===== config.mk =====
export PLATFORM = sky130hd
export DESIGN_NAME = i2c_slave_register_bank_top_flat
export DESIGN_NICKNAME = d
export VERILOG_FILES = /design/src/design/i2csrb_pkg.sv /design/src/design/i2csrb_if.sv /design/src/design/i2csrb_mem.sv /design/src/design/i2csrb_ctrl.sv /design/src/design/i2c_slave_register_bank_top.sv /design/src/flat_wrapper.sv
export SDC_FILE = /design/constraint.sdc
export NUM_CORES = 1
export LEC_CHECK = 0
export ABC_AREA = 1
export BUFFER_PORTS_ARGS = -buffer_cell sky130_fd_sc_hd__buf_2
export CAP_MARGIN = 20
export CORE_MARGIN = 1.5
export CORE_UTILIZATION = 52
export DETAILED_ROUTE_END_ITERATION = 6
export HOLD_SLACK_MARGIN = 0.15
export PLACE_DENSITY = 0.75
export SETUP_SLACK_MARGIN = 0.5
export SLEW_MARGIN = 20
export SYNTH_ARGS = -nofsm -noshare
export SYNTH_HDL_FRONTEND = slang
export SYNTH_HIERARCHICAL = 1
export SYNTH_SLANG_ARGS = --single-unit

===== constraint.sdc =====
create_clock -name clk -period 3.7 [get_ports clk]
set_input_delay 0.185 -clock clk [delete_from_list [all_inputs] [get_ports clk]]
set_output_delay 0.185 -clock clk [all_outputs]
set_load 0.03 [all_outputs]

===== src/design/i2csrb_pkg.sv =====
`default_nettype none

package i2csrb_pkg;

  // Widths of the transaction fields.
  localparam int unsigned MODE_W  = 4;
  localparam int unsigned BYTE_W  = 8;
  localparam int unsigned LIDX_W  = 6;
  localparam int unsigned ERR_W   = 3;
  localparam int unsigned MSIZE_W = 7;
  // Register indexes and pointers are bytes on the bus.
  localparam int unsigned IDX_W   = 8;
  // A memory word holds the read-only mark above the register byte.
  localparam int unsigned WORD_W  = BYTE_W + 1;

  localparam logic [MSIZE_W-1:0] MAP_SIZE_RESET = 7'd64;
  localparam logic [BYTE_W-1:0]  PAST_END_BYTE  = 8'hFF;
  localparam logic [IDX_W-1:0]   IDX_MAX        = 8'd255;

  typedef enum logic [MODE_W-1:0] {
    MODE_ADDR_READ   = 4'd0,
    MODE_TX_ACK      = 4'd1,
    MODE_TX_NACK     = 4'd2,
    MODE_ADDR_WRITE  = 4'd3,
    MODE_RX_DATA     = 4'd4,
    MODE_STOP        = 4'd5,
    MODE_RX_NACK     = 4'd6,
    MODE_TX_LAST_ACK = 4'd7,
    MODE_BUS_ERROR   = 4'd8,
    MODE_UNKNOWN     = 4'd9,
    MODE_LOCAL_WRITE = 4'd10,
    MODE_LOCAL_READ  = 4'd11
  } mode_t;

  typedef enum logic [ERR_W-1:0] {
    ERR_NONE      = 3'd0,
    ERR_RX_NACK   = 3'd1,
    ERR_LAST_ACK  = 3'd2,
    ERR_BUS_ERROR = 3'd3,
    ERR_UNKNOWN   = 3'd4
  } err_t;

  // Request from the sequencer to the register memory.
  typedef struct packed {
    logic              rd_en;
    logic [IDX_W-1:0]  rd_addr;
    logic              wr_en;
    logic [IDX_W-1:0]  wr_addr;
    logic [WORD_W-1:0] wr_data;
  } mem_req_t;

endpackage

`default_nettype wire


===== src/design/i2csrb_if.sv =====
`default_nettype none

// Bus event channel.
interface i2csrb_evt_if;
  logic                                valid;
  logic                                ready;
  logic [i2csrb_pkg::MODE_W-1:0]       mode;
  logic [i2csrb_pkg::BYTE_W-1:0]       data_in;
  logic [i2csrb_pkg::LIDX_W-1:0]       local_index;
  logic                                local_readonly;

  modport source (output valid, mode, data_in, local_index, local_readonly, input ready);
  modport sink   (input valid, mode, data_in, local_index, local_readonly, output ready);
endinterface

// Result channel.
interface i2csrb_rsp_if;
  logic                                valid;
  logic                                ready;
  logic [i2csrb_pkg::BYTE_W-1:0]       tx_byte;
  logic                                tx_valid;
  logic                                busy_res;
  logic [i2csrb_pkg::ERR_W-1:0]        error_code;
  logic                                bus_release;
  logic [i2csrb_pkg::BYTE_W-1:0]       local_data;

  modport source (output valid, tx_byte, tx_valid, busy_res, error_code, bus_release,
                  local_data, input ready);
  modport sink   (input valid, tx_byte, tx_valid, busy_res, error_code, bus_release,
                  local_data, output ready);
endinterface

`default_nettype wire


===== src/design/i2csrb_mem.sv =====
`default_nettype none

// Register memory: one word per register, read-only mark on top of the byte.
// A per-entry valid bit makes entries read as zero until first written.
module i2csrb_mem #(
  parameter int unsigned REG_COUNT = 64
) (
  input  wire logic                              clk,
  input  wire logic                              rst,
  input  wire i2csrb_pkg::mem_req_t              req,
  output logic [i2csrb_pkg::WORD_W-1:0]          rd_data
);

  localparam int unsigned AW = (REG_COUNT > 1) ? $clog2(REG_COUNT) : 1;

  logic [i2csrb_pkg::WORD_W-1:0] mem [REG_COUNT];
  logic [REG_COUNT-1:0]          vld;
  logic [i2csrb_pkg::WORD_W-1:0] rd_word;
  logic                          rd_vld;

  always_ff @(posedge clk) begin
    if (req.wr_en) begin
      mem[req.wr_addr[AW-1:0]] <= req.wr_data;
    end
    if (req.rd_en) begin
      rd_word <= mem[req.rd_addr[AW-1:0]];
    end
  end

  always_ff @(posedge clk) begin
    if (rst) begin
      vld    <= '0;
      rd_vld <= 1'b0;
    end else begin
      if (req.wr_en) begin
        vld[req.wr_addr[AW-1:0]] <= 1'b1;
      end
      if (req.rd_en) begin
        rd_vld <= vld[req.rd_addr[AW-1:0]];
      end
    end
  end

  assign rd_data = rd_vld ? rd_word : '0;

endmodule

`default_nettype wire


===== src/design/i2csrb_ctrl.sv =====
`default_nettype none

// Event sequencer: issues the memory read when a transaction is accepted,
// then, once the result register is free, updates the bus state, writes the
// memory back and loads the result register.
module i2csrb_ctrl #(
  parameter int unsigned REG_COUNT = 64
) (
  input  wire logic                               clk,
  input  wire logic                               rst,
  input  wire logic [i2csrb_pkg::MSIZE_W-1:0]     map_size,
  i2csrb_evt_if.sink                              evt,
  i2csrb_rsp_if.source                            rsp,
  output i2csrb_pkg::mem_req_t                    mem_req,
  input  wire logic [i2csrb_pkg::WORD_W-1:0]      mem_rd_data
);

  typedef enum logic [1:0] {
    ST_IDLE = 2'b01,
    ST_EXEC = 2'b10
  } state_t;

  localparam logic [i2csrb_pkg::IDX_W-1:0] REG_COUNT_B = i2csrb_pkg::IDX_W'(REG_COUNT);

  state_t state;
  state_t state_next;

  // Bus-side state.
  logic [i2csrb_pkg::IDX_W-1:0] reg_pointer, reg_pointer_next;
  logic [i2csrb_pkg::IDX_W-1:0] tx_index, tx_index_next;
  logic [i2csrb_pkg::IDX_W-1:0] rx_index, rx_index_next;
  logic                         busy, busy_next;
  i2csrb_pkg::err_t             error_latch, error_latch_next;

  // Captured transaction.
  i2csrb_pkg::mode_t             c_mode;
  logic [i2csrb_pkg::BYTE_W-1:0] c_data;
  logic [i2csrb_pkg::LIDX_W-1:0] c_lidx;
  logic                          c_lro;
  logic [i2csrb_pkg::IDX_W-1:0]  c_idx;

  logic                          accept;
  logic                          go;
  logic [i2csrb_pkg::IDX_W-1:0]  rd_addr;
  logic [i2csrb_pkg::IDX_W-1:0]  size;
  logic                          hit;
  logic                          local_ok;
  logic [i2csrb_pkg::IDX_W-1:0]  c_lidx_w;

  logic [i2csrb_pkg::BYTE_W-1:0] txb;
  logic                          txv;
  logic                          rel;
  logic [i2csrb_pkg::BYTE_W-1:0] ldata;
  logic                          wr_en;
  logic [i2csrb_pkg::IDX_W-1:0]  wr_addr;
  logic [i2csrb_pkg::WORD_W-1:0] wr_data;

  assign evt.ready = (state == ST_IDLE);
  assign accept    = evt.valid && evt.ready;
  assign go        = (state == ST_EXEC) && (!rsp.valid || rsp.ready);

  // The read address depends on the event kind and on the current indexes.
  always_comb begin
    unique case (i2csrb_pkg::mode_t'(evt.mode))
      i2csrb_pkg::MODE_ADDR_READ: rd_addr = reg_pointer;
      i2csrb_pkg::MODE_TX_ACK:    rd_addr = tx_index;
      i2csrb_pkg::MODE_RX_DATA:   rd_addr = rx_index;
      default:                    rd_addr = i2csrb_pkg::IDX_W'(evt.local_index);
    endcase
  end

  assign size = ({1'b0, map_size} > REG_COUNT_B) ? REG_COUNT_B : {1'b0, map_size};
  assign hit  = (c_idx < size);
  assign c_lidx_w = i2csrb_pkg::IDX_W'(c_lidx);
  assign local_ok = (c_lidx_w < REG_COUNT_B);

  always_comb begin
    txb              = '0;
    txv              = 1'b0;
    rel              = 1'b0;
    ldata            = '0;
    reg_pointer_next = reg_pointer;
    tx_index_next    = tx_index;
    rx_index_next    = rx_index;
    busy_next        = busy;
    error_latch_next = error_latch;
    wr_en            = 1'b0;
    wr_addr          = c_idx;
    wr_data          = {1'b0, c_data};
    unique case (c_mode)
      i2csrb_pkg::MODE_ADDR_READ, i2csrb_pkg::MODE_TX_ACK: begin
        txv       = 1'b1;
        busy_next = 1'b1;
        if (hit) begin
          txb           = mem_rd_data[i2csrb_pkg::BYTE_W-1:0];
          tx_index_next = c_idx + 1'b1;
        end else begin
          txb           = i2csrb_pkg::PAST_END_BYTE;
          tx_index_next = c_idx;
        end
      end
      i2csrb_pkg::MODE_TX_NACK, i2csrb_pkg::MODE_STOP: begin
        busy_next = 1'b0;
      end
      i2csrb_pkg::MODE_ADDR_WRITE: begin
        rx_index_next = '0;
        busy_next     = 1'b1;
      end
      i2csrb_pkg::MODE_RX_DATA: begin
        busy_next = 1'b1;
        if (c_idx == '0) begin
          // The first byte of a write (or any byte after a zero pointer) is the pointer.
          reg_pointer_next = c_data;
          rx_index_next    = c_data;
        end else begin
          wr_en         = hit && !mem_rd_data[i2csrb_pkg::BYTE_W];
          rx_index_next = (c_idx == i2csrb_pkg::IDX_MAX) ? c_idx : c_idx + 1'b1;
        end
      end
      i2csrb_pkg::MODE_RX_NACK: begin
        error_latch_next = i2csrb_pkg::ERR_RX_NACK;
        rel              = 1'b1;
      end
      i2csrb_pkg::MODE_TX_LAST_ACK: begin
        error_latch_next = i2csrb_pkg::ERR_LAST_ACK;
        rel              = 1'b1;
      end
      i2csrb_pkg::MODE_BUS_ERROR: begin
        error_latch_next = i2csrb_pkg::ERR_BUS_ERROR;
        rel              = 1'b1;
      end
      i2csrb_pkg::MODE_LOCAL_WRITE: begin
        wr_en   = local_ok;
        wr_addr = c_lidx_w;
        wr_data = {c_lro, c_data};
      end
      i2csrb_pkg::MODE_LOCAL_READ: begin
        if (local_ok) begin
          ldata = mem_rd_data[i2csrb_pkg::BYTE_W-1:0];
        end
      end
      default: begin
        error_latch_next = i2csrb_pkg::ERR_UNKNOWN;
        busy_next        = 1'b0;
      end
    endcase
  end

  always_comb begin
    mem_req.rd_en   = accept;
    mem_req.rd_addr = rd_addr;
    mem_req.wr_en   = go && wr_en;
    mem_req.wr_addr = wr_addr;
    mem_req.wr_data = wr_data;
  end

  always_comb begin
    unique case (state)
      ST_IDLE: state_next = accept ? ST_EXEC : ST_IDLE;
      ST_EXEC: state_next = go ? ST_IDLE : ST_EXEC;
      default: state_next = ST_IDLE;
    endcase
  end

  always_ff @(posedge clk) begin
    if (rst) begin
      state       <= ST_IDLE;
      reg_pointer <= '0;
      tx_index    <= '0;
      rx_index    <= '0;
      busy        <= 1'b0;
      error_latch <= i2csrb_pkg::ERR_NONE;
      rsp.valid   <= 1'b0;
    end else begin
      state <= state_next;
      if (go) begin
        reg_pointer <= reg_pointer_next;
        tx_index    <= tx_index_next;
        rx_index    <= rx_index_next;
        busy        <= busy_next;
        error_latch <= error_latch_next;
        rsp.valid   <= 1'b1;
      end else if (rsp.ready) begin
        rsp.valid   <= 1'b0;
      end
    end
  end

  always_ff @(posedge clk) begin
    if (accept) begin
      c_mode <= i2csrb_pkg::mode_t'(evt.mode);
      c_data <= evt.data_in;
      c_lidx <= evt.local_index;
      c_lro  <= evt.local_readonly;
      c_idx  <= rd_addr;
    end
    if (go) begin
      rsp.tx_byte     <= txb;
      rsp.tx_valid    <= txv;
      rsp.busy_res    <= busy_next;
      rsp.error_code  <= error_latch_next;
      rsp.bus_release <= rel;
      rsp.local_data  <= ldata;
    end
  end

endmodule

`default_nettype wire


===== src/design/i2c_slave_register_bank_top.sv =====
// Register-bank back end of an I2C target. Each transaction on the event
// channel is one bus event (address for read or write, a transmitted byte
// acked or nacked, a received byte, a stop, an error kind) or one local access
// by the application, and it produces exactly one transaction on the result
// channel. In the cycle an event is accepted the register memory is read;
// then, once the result register is free, the state is updated, the memory is
// written back and the result is registered. The next event is accepted only
// after that, so the block takes no new event while one is in flight; a
// stalled result holds the block in its execute state. The memory and the
// read-only marks read as zero after reset, with no clearing pass. map_size
// may be written only while the block is idle.
`default_nettype none

module i2c_slave_register_bank_top #(
  parameter int unsigned REG_COUNT = 64
) (
  input  wire logic                               clk,
  input  wire logic                               rst,
  i2csrb_evt_if.sink                              evt,
  i2csrb_rsp_if.source                            rsp,
  input  wire logic                               cfg_we,
  input  wire logic [i2csrb_pkg::MSIZE_W-1:0]     cfg_wdata
);

  // Number of registers exposed on the bus; clipped to REG_COUNT in the
  // sequencer.
  logic [i2csrb_pkg::MSIZE_W-1:0]  map_size;

  // Request from the sequencer to the memory, and the registered read word.
  i2csrb_pkg::mem_req_t            mem_req;
  logic [i2csrb_pkg::WORD_W-1:0]   mem_rd_data;

  always_ff @(posedge clk) begin
    if (rst) begin
      map_size <= i2csrb_pkg::MAP_SIZE_RESET;
    end else if (cfg_we) begin
      map_size <= cfg_wdata;
    end
  end

  // Sequencer: owns the pointer, the transmit and receive indexes, the busy
  // flag, the error latch and the result register.
  i2csrb_ctrl #(
    .REG_COUNT (REG_COUNT)
  ) u_ctrl (
    .clk         (clk),
    .rst         (rst),
    .map_size    (map_size),
    .evt         (evt),
    .rsp         (rsp),
    .mem_req     (mem_req),
    .mem_rd_data (mem_rd_data)
  );

  // Register memory with read-only marks.
  i2csrb_mem #(
    .REG_COUNT (REG_COUNT)
  ) u_mem (
    .clk     (clk),
    .rst     (rst),
    .req     (mem_req),
    .rd_data (mem_rd_data)
  );

endmodule

`default_nettype wire


===== src/flat_wrapper.sv =====
// flat-port wrapper written by rule: the top's interface ports become plain ports
module i2c_slave_register_bank_top_flat 
#(
  parameter int unsigned REG_COUNT = 64
)
  (clk, rst, cfg_we, cfg_wdata, evt_valid, evt_mode, evt_data_in, evt_local_index, evt_local_readonly, evt_ready, rsp_valid, rsp_tx_byte, rsp_tx_valid, rsp_busy_res, rsp_error_code, rsp_bus_release, rsp_local_data, rsp_ready);
  i2csrb_evt_if evt_i ();
  i2csrb_rsp_if rsp_i ();
  input  wire logic clk;
  input  wire logic rst;
  input  wire logic cfg_we;
  input  wire logic [i2csrb_pkg::MSIZE_W-1:0] cfg_wdata;
  input wire logic [$bits(evt_i.valid)-1:0] evt_valid;
  input wire logic [$bits(evt_i.mode)-1:0] evt_mode;
  input wire logic [$bits(evt_i.data_in)-1:0] evt_data_in;
  input wire logic [$bits(evt_i.local_index)-1:0] evt_local_index;
  input wire logic [$bits(evt_i.local_readonly)-1:0] evt_local_readonly;
  output wire logic [$bits(evt_i.ready)-1:0] evt_ready;
  output wire logic [$bits(rsp_i.valid)-1:0] rsp_valid;
  output wire logic [$bits(rsp_i.tx_byte)-1:0] rsp_tx_byte;
  output wire logic [$bits(rsp_i.tx_valid)-1:0] rsp_tx_valid;
  output wire logic [$bits(rsp_i.busy_res)-1:0] rsp_busy_res;
  output wire logic [$bits(rsp_i.error_code)-1:0] rsp_error_code;
  output wire logic [$bits(rsp_i.bus_release)-1:0] rsp_bus_release;
  output wire logic [$bits(rsp_i.local_data)-1:0] rsp_local_data;
  input wire logic [$bits(rsp_i.ready)-1:0] rsp_ready;
  assign evt_i.valid = evt_valid;
  assign evt_i.mode = evt_mode;
  assign evt_i.data_in = evt_data_in;
  assign evt_i.local_index = evt_local_index;
  assign evt_i.local_readonly = evt_local_readonly;
  assign evt_ready = evt_i.ready;
  assign rsp_valid = rsp_i.valid;
  assign rsp_tx_byte = rsp_i.tx_byte;
  assign rsp_tx_valid = rsp_i.tx_valid;
  assign rsp_busy_res = rsp_i.busy_res;
  assign rsp_error_code = rsp_i.error_code;
  assign rsp_bus_release = rsp_i.bus_release;
  assign rsp_local_data = rsp_i.local_data;
  assign rsp_i.ready = rsp_ready;
  i2c_slave_register_bank_top #(.REG_COUNT(REG_COUNT)) u_core (.clk(clk), .rst(rst), .evt(evt_i), .rsp(rsp_i), .cfg_we(cfg_we), .cfg_wdata(cfg_wdata));
endmodule

# Yosys cells after proc, flatten, opt, wreduce, memory -nomap -nowiden
# Memory sizes are Yosys's and may differ from the RTL's. A register that Yosys moved wholly into a read port is not among the register bits.
# Cells that the tools add are included.
dict set report totals {
  register_bits 152
  ram_bits 576
  inputBits 31
  elab_cells 94
  mem_count 1
}
dict set report op_classes {
  n_addsub 1
  magnitude_cmp 6
  n_eq_ne 15
  muxes 27
  bitwise_logic 1
  reduce_logical 22
}
# name depth width rd rd_ports_with_merged_regs wr line
set mem_list {}
lappend mem_list {u_core.u_mem.mem 64 9 1 1 1 i2csrb_mem.sv:16} ;# logic [i2csrb_pkg::WORD_W-1:0] mem [REG_COUNT];
# operator count
set op_table {}
lappend op_table {{64-bit bitwise OR} 1}
lappend op_table {{8-bit two-way mux} 4}
lappend op_table {{8-bit one-hot mux with 3 select lines} 1}
lappend op_table {{6-bit by 7-bit less-than comparator with 1-bit output, second input constant} 3}
lappend op_table {{4-bit by 3-bit equality test with 1-bit output, second input constant} 5}
lappend op_table {{9-bit two-way mux} 2}
lappend op_table {{8-bit one-hot mux with 2 select lines} 1}
lappend op_table {{4-bit equality test, second input constant} 3}
lappend op_table {{3-bit one-hot mux with 4 select lines} 1}
lappend op_table {{1-bit two-way mux} 9}
lappend op_table {{8-bit by 1-bit adder with 8-bit output, second input constant} 1}
lappend op_table {{4-bit by 1-bit equality test with 1-bit output, second input constant} 2}
lappend op_table {{4-bit by 2-bit equality test with 1-bit output, second input constant} 2}
lappend op_table {{8-bit equality test, second input constant} 1}
lappend op_table {{4-bit zero test} 2}
lappend op_table {{8-bit zero test} 1}
lappend op_table {{8-bit by 7-bit less-than comparator with 1-bit output} 1}
lappend op_table {{8-bit OR reduction} 1}
lappend op_table {{7-bit greater-than comparator, second input constant} 1}
lappend op_table {{7-bit two-way mux} 1}
lappend op_table {{1-bit binary-select mux with 6-bit select} 1}
lappend op_table {{1-bit demux with 6-bit select} 1}
lappend op_table {{6-bit by 1-bit greater-or-equal comparator with 1-bit output, second input constant} 1}
lappend op_table {{6-bit two-way mux} 1}
lappend op_table {{other kinds (15)} 25}

# Longest topological paths before layout
# Gate-level depths: netlist (run 1).
dict set report logic_depth {
  depth_word 9
  depth_mapped 19
  depth_no_buf 18
}

# Hierarchy
# Netlist (run 1), hierarchy kept.
# module n_inst cells_each area_per_inst_um2
set modules_own_cells {}
lappend modules_own_cells {i2csrb_mem 1 2271 25969.9}
lappend modules_own_cells {i2csrb_ctrl 1 423 3764.9}
lappend modules_own_cells {i2c_slave_register_bank_top 1 43 284.0}

# Worst setup path before layout (run 1)
# OpenSTA, ideal clock, no wires.
dict set report synth_path {
  path_type {flip-flop to flip-flop}
  startpoint {reg u_core.u_ctrl.rsp.valid}
  endpoint {mem u_core/u_mem/mem[55][0] (netlist bit), enable pin}
  setup_ps 376
  arrival_ps 2821
  required_time_ps 3324
  setup_slack_ps 503
  path_stages_with_launch 12
  path_buffers 0
  cell_sequence {dfxtp_1 nand2_1 nand2_2 inv_1 nand3_2 nor3_1 nand2_1 o21ai_0 clkinv_1 nor3_1 inv_1 nor2_1}
}
# item line
set synth_rtl {}
lappend synth_rtl {{start: declaration} i2csrb_if.sv:27} ;# modport source (output valid, tx_byte, tx_valid, busy_res, error_code, bus_release,
lappend synth_rtl {{start signal: assignment} i2csrb_ctrl.sv:173} ;# rsp.valid <= 1'b0;
lappend synth_rtl {{start signal: assignment} i2csrb_ctrl.sv:182} ;# rsp.valid <= 1'b1;
lappend synth_rtl {{start signal: assignment} i2csrb_ctrl.sv:184} ;# rsp.valid <= 1'b0;
lappend synth_rtl {{end: declaration} i2csrb_mem.sv:16}

==> impl_metrics.csv, run 1 <==
group,metric,value,unit
worst_setup_path,endpoint_kind,"register",
final_layout,fin_nets,2926,
timing,maxSlewHeadroom,29.89,%
global_routing,grt_pass1_wl,118800,µm
timing,min_period,3.125,ns
routing,route.detailed.wl_per_inst,20.76,µm
worst_setup_path,worstPathRequired,4.02,ns
routing,drc,0,
routing,ant_nets,0,
power,p_switching,4.412,mW
clocking,clockRootBuffer,"clkbuf_16",
clocking,clk_path_buf_depth,3,
worst_setup_path,crit_path_top_delay_cell,"dfxtp_1",
clocking,clk_latency,0.62,ns
final_layout,drive_gt1_share,10.93,%
timing,max_freq,320.0,MHz
job,cap_violations,0,
final_layout,diodes,0,
worst_setup_path,critical_path_arrival,3.44,ns
routing,route.met2.wl,36760,µm
routing,vias,21940,
routing,avgViaCountPerCell,5.925,
power,leakage,12.42,nW
floorplanning,rows,87,
worst_setup_path,cpPeakStageDelay,0.32,ns
timing,rsz0062_at_grt,"false",
routing,met1Wirelength,29190,µm
place,routabilityCongestion,0.9346,
place,post-place-ws,0.2459,ns
timing,final.setup.worst_slack,0.5755,ns
logic_synthesis,yosysWarnings,6,
global_routing,track_usage,25.95,%
global_routing,antenna_found_initial,0,
worst_setup_path,path_buf_inv,5,
floorplanning,die_height,243.2,µm
global_routing,overflow,0,
floorplanning,die_width,243.2,µm
timing,finalSetupViolCount,0,
worst_setup_path,critical_path.max_fanout,10,
clocking,clock-sinks,737,
logic_synthesis,synthCells,2735,
global_routing,grt_max_degree,89,
routing,wirelength,76880,µm
power,max-vdd-ir-drop,0.4108,mV
routing,drt_iter0_markers,2705,
floorplanning,die_area,0.05916,mm²
power,p_int,13.62,mW
timing,slew_viol_final,0,
timing,period_share,84.45,%
worst_setup_path,crit_family,"buffers and inverters",
status,status,"complete, no violations",
logic_synthesis,syn-cell-area,0.03001,mm²
final_layout,finalInstanceArea,0.03443,mm²
routing,route.met3.wl,7546,µm
timing,finalSetupTns,0,ns
power,power.density,523.7,mW/mm²
timing,worstMarginPinSlew,1.050,ns
place,dp_hpwl,44470,µm
worst_setup_path,start_kind,"register",
worst_setup_path,r2r_setup_slack,0.58,ns
hold_path,worstHoldPathType,"in -> reg",
timing,finClkSkew,0.02405,ns
logic_synthesis,avgSynthCellArea,10.97,µm²
final_layout,syn_to_final_growth,14.72,%
place,port_buffers,54,
routing,firstDrtPassIters,5,
worst_setup_path,crit_type,"reg -> reg",
power,switching_share,24.47,%
routing,top_layer,"met4",
power,share_comb_of_total_power,9.9,%
global_routing,grt_pass1_vias,21380,
worst_setup_path,crit_chain,"inv_1 > nand2_1 > ha_1 > a21oi_1 > nor2_2 > nor3_4 > nand2_4 > inv_2 > nand2_1 > o21ai_0 > bufinv_8 > nor2_1 > inv_1 > nor2_1 > buf_4",
logic_synthesis,synth_fp_nets,2776,
clocking,htreeDepth,3,
floorplanning,core,0.05671,mm²
timing,whs,0.1584,ns
place,postPlaceCellArea,0.03165,mm²
clocking,cts_buffers,74,
floorplanning,floorplan.initialDensity,52.92,%
floorplanning,io_pins,55,
clocking,clkTransAtPathRegs,0.06,ns
power,pwr-share-clk,38.8,%
clocking,cts_tree,"done",
timing,finalHoldViolations,0,
power,p_seq_share,51.4,%
==> path summary, 6_finish.rpt <==
path	start	endpoint	depth (start not counted)
worst min register to register	u_core/u_mem/vld[1]	u_core/u_mem/vld[1]	2
worst max register to register	u_core/map_size[6]	u_core/u_mem/mem[34][4]	15
worst min-delay path	evt_mode[1]	u_core/u_ctrl/c_idx[7]	4
worst max-delay path	u_core/map_size[6]	u_core/u_mem/mem[34][4]	15
==> worst min-delay path: stages <==
cell and delay, ns:
buf_2 0.14, nor2_2 0.11, nand2_1 0.07, nand3_1 0.07
==> per-layer routing <==
metal	up-vias	track usage, %
met5	-	0
met4	0	11.45
met3	243	5.363
met2	1328	42.48
met1	10530	33.50
li1	9839	-
==> per-stage QoR <==
step	std cells	power [mW]	util, %
3_5_place_dp	3517	11.10	55.80
5_1_grt	3703	18.60	60.71
4_1_cts	3700	18.06	60.59
3_3_place_gp	3517	11.06	55.80
2_1_floorplan	2735	10.48	-
6_report	3703	18.03	60.71
==> power by group through the flow <==
stage | clock [mW] | sequential, mW | combinational, mW
after global placement | 0 | 9.45 | 1.61
after floorplan | 0 | 9.51 | 0.972
after detailed placement | 0 | 9.45 | 1.65
after global routing | 7.42 | 9.26 | 1.92
final | 6.99 | 9.26 | 1.78
after CTS | 7.08 | 9.28 | 1.70
==> flip-flops by register name, indices dropped and copies added (netlist names) <==
name,flops
u_core/u_mem/vld,64
u_core/u_ctrl/rsp.busy_res,1
u_core/u_ctrl/tx_index,8
u_core/map_size,7
u_core/u_ctrl/busy,1
u_core/u_ctrl/reg_pointer,8
u_core/u_ctrl/c_lro,1
u_core/u_ctrl/rx_index,8
u_core/u_mem/rd_vld,1
u_core/u_ctrl/rsp.local_data,8
u_core/u_ctrl/rsp.tx_byte,8
u_core/u_ctrl/rsp.error_code,3
u_core/u_ctrl/c_mode,4
u_core/u_mem/mem,576
u_core/u_ctrl/error_latch,3
u_core/u_mem/rd_word,9
u_core/u_ctrl/c_lidx,6
u_core/u_ctrl/rsp.tx_valid,1
u_core/u_ctrl/c_data,8
u_core/u_ctrl/rsp.valid,1
u_core/u_ctrl/c_idx,8
u_core/u_ctrl/rsp.bus_release,1
u_core/u_ctrl/state,2
==> final cells by class <==
| class | count | area (µm²) |
|---|---|---|
| clock buffers | 107 | 2077 |
| well taps | 756 | 945.9 |
| clock inverters | 31 | 188.9 |
| flip-flops and latches | 737 | 21100 |
| repair buffers | 224 | 1894 |
| inverters | 120 | 474.2 |
| fillers | 4246 | 22290 |
| multi-input cells | 1728 | 7747 |
==> layout by cell type (no fill, tap or decap), types with 5 or more instances in the layout <==
master	instances
o21ai_1	11
clkinv_1	8
clkinv_2	18
clkbuf_1	24
clkbuf_8	8
nand3_1	138
clkbuf_16	75
dlygate4sd3_1	44
dfxtp_1	103
inv_6	5
inv_2	10
ha_1	10
buf_12	17
o22ai_1	144
nor2_1	531
a21oi_1	28
o21ai_0	309
nand2_1	500
buf_2	53
inv_1	105
buf_4	107
nor3_1	17
edfxtp_1	634
nand4_1	8
==> timing repair <==
item / CTS / global route
pin swaps: 1 / 0
setup endpoints to repair: 147 / 461
hold endpoints to repair: 48 / 0
resized for setup: 1 / 9
buffers inserted: 1 / 0
hold buffers: 44 / 0
Note: power is estimated with default switching activity, not from simulation.
==> run 2: changes to the inputs <==
--- a/config.mk
+++ b/config.mk
@@ -12,7 +12,7 @@
 export CORE_UTILIZATION = 52
 export DETAILED_ROUTE_END_ITERATION = 6
 export HOLD_SLACK_MARGIN = 0.15
-export PLACE_DENSITY = 0.75
+export PLACE_DENSITY = 0.78
 export SETUP_SLACK_MARGIN = 0.5
 export SLEW_MARGIN = 20
 export SYNTH_ARGS = -nofsm -noshare
==> constraint.sdc (replaced) <==
create_clock -name clk -period 2.7 [get_ports clk]
set_input_delay 0.135 -clock clk [delete_from_list [all_inputs] [get_ports clk]]
set_output_delay 0.135 -clock clk [all_outputs]
set_load 0.03 [all_outputs]
==> run 2 against run 1 <==
The run now ends with DRC left. Sequential share of layout area down 4.1 points. Highest routed layer unchanged. Clock power up 42%. Non-clock buffer count up 95. Clock skew up 0.0095 ns. Critical path depth down 2. Worst setup slack worse by 0.44 ns. Global-route usage up 3.3 points. Sequential cell count unchanged. Hold slack better by 0.039 ns. Largest cell class unchanged. Combinational power up 66%. Sequential power up 37%.
==> impl_metrics.csv, run 2 (synthesis gave the netlist of run 1 again) <==
group,metric,value,unit
clocking,clk_latency,0.62,ns
worst_setup_path,worstPathRequired,3.01,ns
worst_setup_path,crit_chain,"ha_1 > nand2_2 > nor2_2 > nor3_4 > nand2_4 > inv_4 > nand2_2 > o21ai_4 > clkinv_4 > nor2_2 > inv_6 > nor2_4 > buf_12",
timing,final.setup.worst_slack,0.1337,ns
timing,min_period,2.566,ns
final_layout,utilization,65.12,%
timing,slew_viol_final,0,
final_layout,diodes,0,
global_routing,grt_pass1_wl,131600,µm
worst_setup_path,cpPeakStageDelay,0.46,ns
clocking,clkTransAtPathRegs,0.06,ns
status,violations,"DRC",
floorplanning,io_pins,55,
final_layout,final_cells,3803,
final_layout,drive_gt1_share,17.07,%
timing,rsz0062_at_grt,"true",
floorplanning,die_width,243.2,µm
worst_setup_path,endpoint_kind,"register",
clocking,clockRootBuffer,"clkbuf_16",
global_routing,antenna_found_initial,0,
floorplanning,rows,87,
timing,worstMarginPinSlew,0.7254,ns
final_layout,largest_reg_flops,576,
global_routing,grt_max_degree,69,
clocking,clk_path_buf_depth,3,
final_layout,fillers,3998,
worst_setup_path,crit_type,"reg -> reg",
hold_path,worstHoldPathType,"in -> reg",
final_layout,regArea,0.02110,mm²
final_layout,fin_nets,3029,
routing,ant_nets,0,
routing,avgViaCountPerCell,6.044,
routing,drc,16,
final_layout,final_cell_mix,"634 x edfxtp_1, 496 x nand2_1, 459 x nor2_1",
power,power,25.55,mW
place,dp_hpwl,51480,µm
clocking,clock-sinks,737,
floorplanning,floorplan.initialDensity,52.92,%
worst_setup_path,path_buf_inv,4,
worst_setup_path,crit_family,"simple AND/OR/NAND/NOR gates",
timing,max_freq,389.7,MHz
clocking,cts_tree,"done",
routing,wirelength,87170,µm
timing,finClkSkew,0.03350,ns
clocking,htreeDepth,3,
worst_setup_path,critical_path_arrival,2.88,ns
timing,finalHoldViolations,0,
routing,vias,22980,
timing,period_share,95.05,%
global_routing,overflow,0,
global_routing,grt_pass1_vias,22570,
final_layout,finalInstanceArea,0.03693,mm²
power,power.density,691.7,mW/mm²
worst_setup_path,crit_path_top_delay_cell,"edfxtp_1",
worst_setup_path,critical_path.max_fanout,10,
timing,finalSetupTns,0,ns
timing,whs,0.1971,ns
place,dp_cells,3542,
routing,route.detailed.wl_per_inst,22.92,µm
timing,finalSetupViolCount,0,
floorplanning,die_height,243.2,µm
job,cap_violations,0,
final_layout,final_common_cell,"edfxtp_1",
routing,drt_iter0_markers,3109,
global_routing,track_usage,29.23,%
clocking,cts_buffers,73,
floorplanning,core,0.05671,mm²
status,status,"finished with violations",
timing,maxSlewHeadroom,51.64,%
final_layout,multiInputGateArea,0.008489,mm²
worst_setup_path,start_kind,"register",
place,routabilityCongestion,0.9404,
routing,firstDrtPassIters,7,
place,port_buffers,54,
power,max-vdd-ir-drop,0.4724,mV
place,post-place-ws,-0.1998,ns
floorplanning,die_area,0.05916,mm²
final_layout,syn_to_final_growth,23.06,%
power,leakage,13.17,nW
place,postPlaceCellArea,0.03259,mm²
run 2: report_power, final:
part / switching, mW / total, mW / leakage, nW / internal (mW)
sequential: 0.0645 / 12.7 / 6.62 / 12.6
clock: 4.21 / 9.93 / 1.14 / 5.72
combinational: 2.07 / 2.95 / 5.41 / 0.884
run 2: cell type report:
class / count / share of cell area (%)
Inverter: 120 / 1.372
Sequential cell: 737 / 57.14
Timing Repair inverter: 2 / 0.04066
Clock buffer: 104 / 5.600
Tap cell: 756 / 2.561
Multi-Input combinational cell: 1735 / 22.99
Timing Repair Buffer: 319 / 9.642
Clock inverter: 30 / 0.6573
run 2: worst register-to-register path, delay by kind of cell (launching register included):
kind / cells / cell delay (ns)
DFF: 1 / 0.46
AOI/OAI and AO/OA: 1 / 0.12
buffers and inverters: 4 / 0.52
adders and majority gates: 1 / 0.32
and+or+nand+nor: 7 / 0.86
run 2: layer usage:
layer  part of all wire (%)  wire length (µm)  up-vias  GRT usage [%]
met5                      0                 0        -              0
met4                    4.2              3681        0          13.28
met2                     48             41470     1534          46.81
met1                     38             33040    11120          38.91
met3                     10              8975      281          5.495
li1                       -                 -    10050              -
run 2: path summary, 6_finish.rpt:
path	cells after the start	from	to	slack, ns
worst min-delay path	5	evt_mode[0]	u_core/u_ctrl/c_idx[6]	0.20
worst max register to register	13	u_core/u_ctrl/c_idx[6]	u_core/u_mem/mem[19][1]	0.13
worst min register to register	2	u_core/u_mem/vld[1]	u_core/u_mem/vld[1]	0.47
worst max-delay path	13	u_core/u_ctrl/c_idx[6]	u_core/u_mem/mem[19][1]	0.13
run 2: timing repair:
| action | CTS | global route |
|---|---|---|
| hold endpoints to repair | 45 | 0 |
| gates cloned | 11 | 1 |
| buffers inserted | 64 | 3 |
| endpoints found under the setup margin | 647 | 651 |
| pin swaps | 65 | 7 |
| hold buffers | 48 | 0 |
| resized for setup | 46 | 29 |
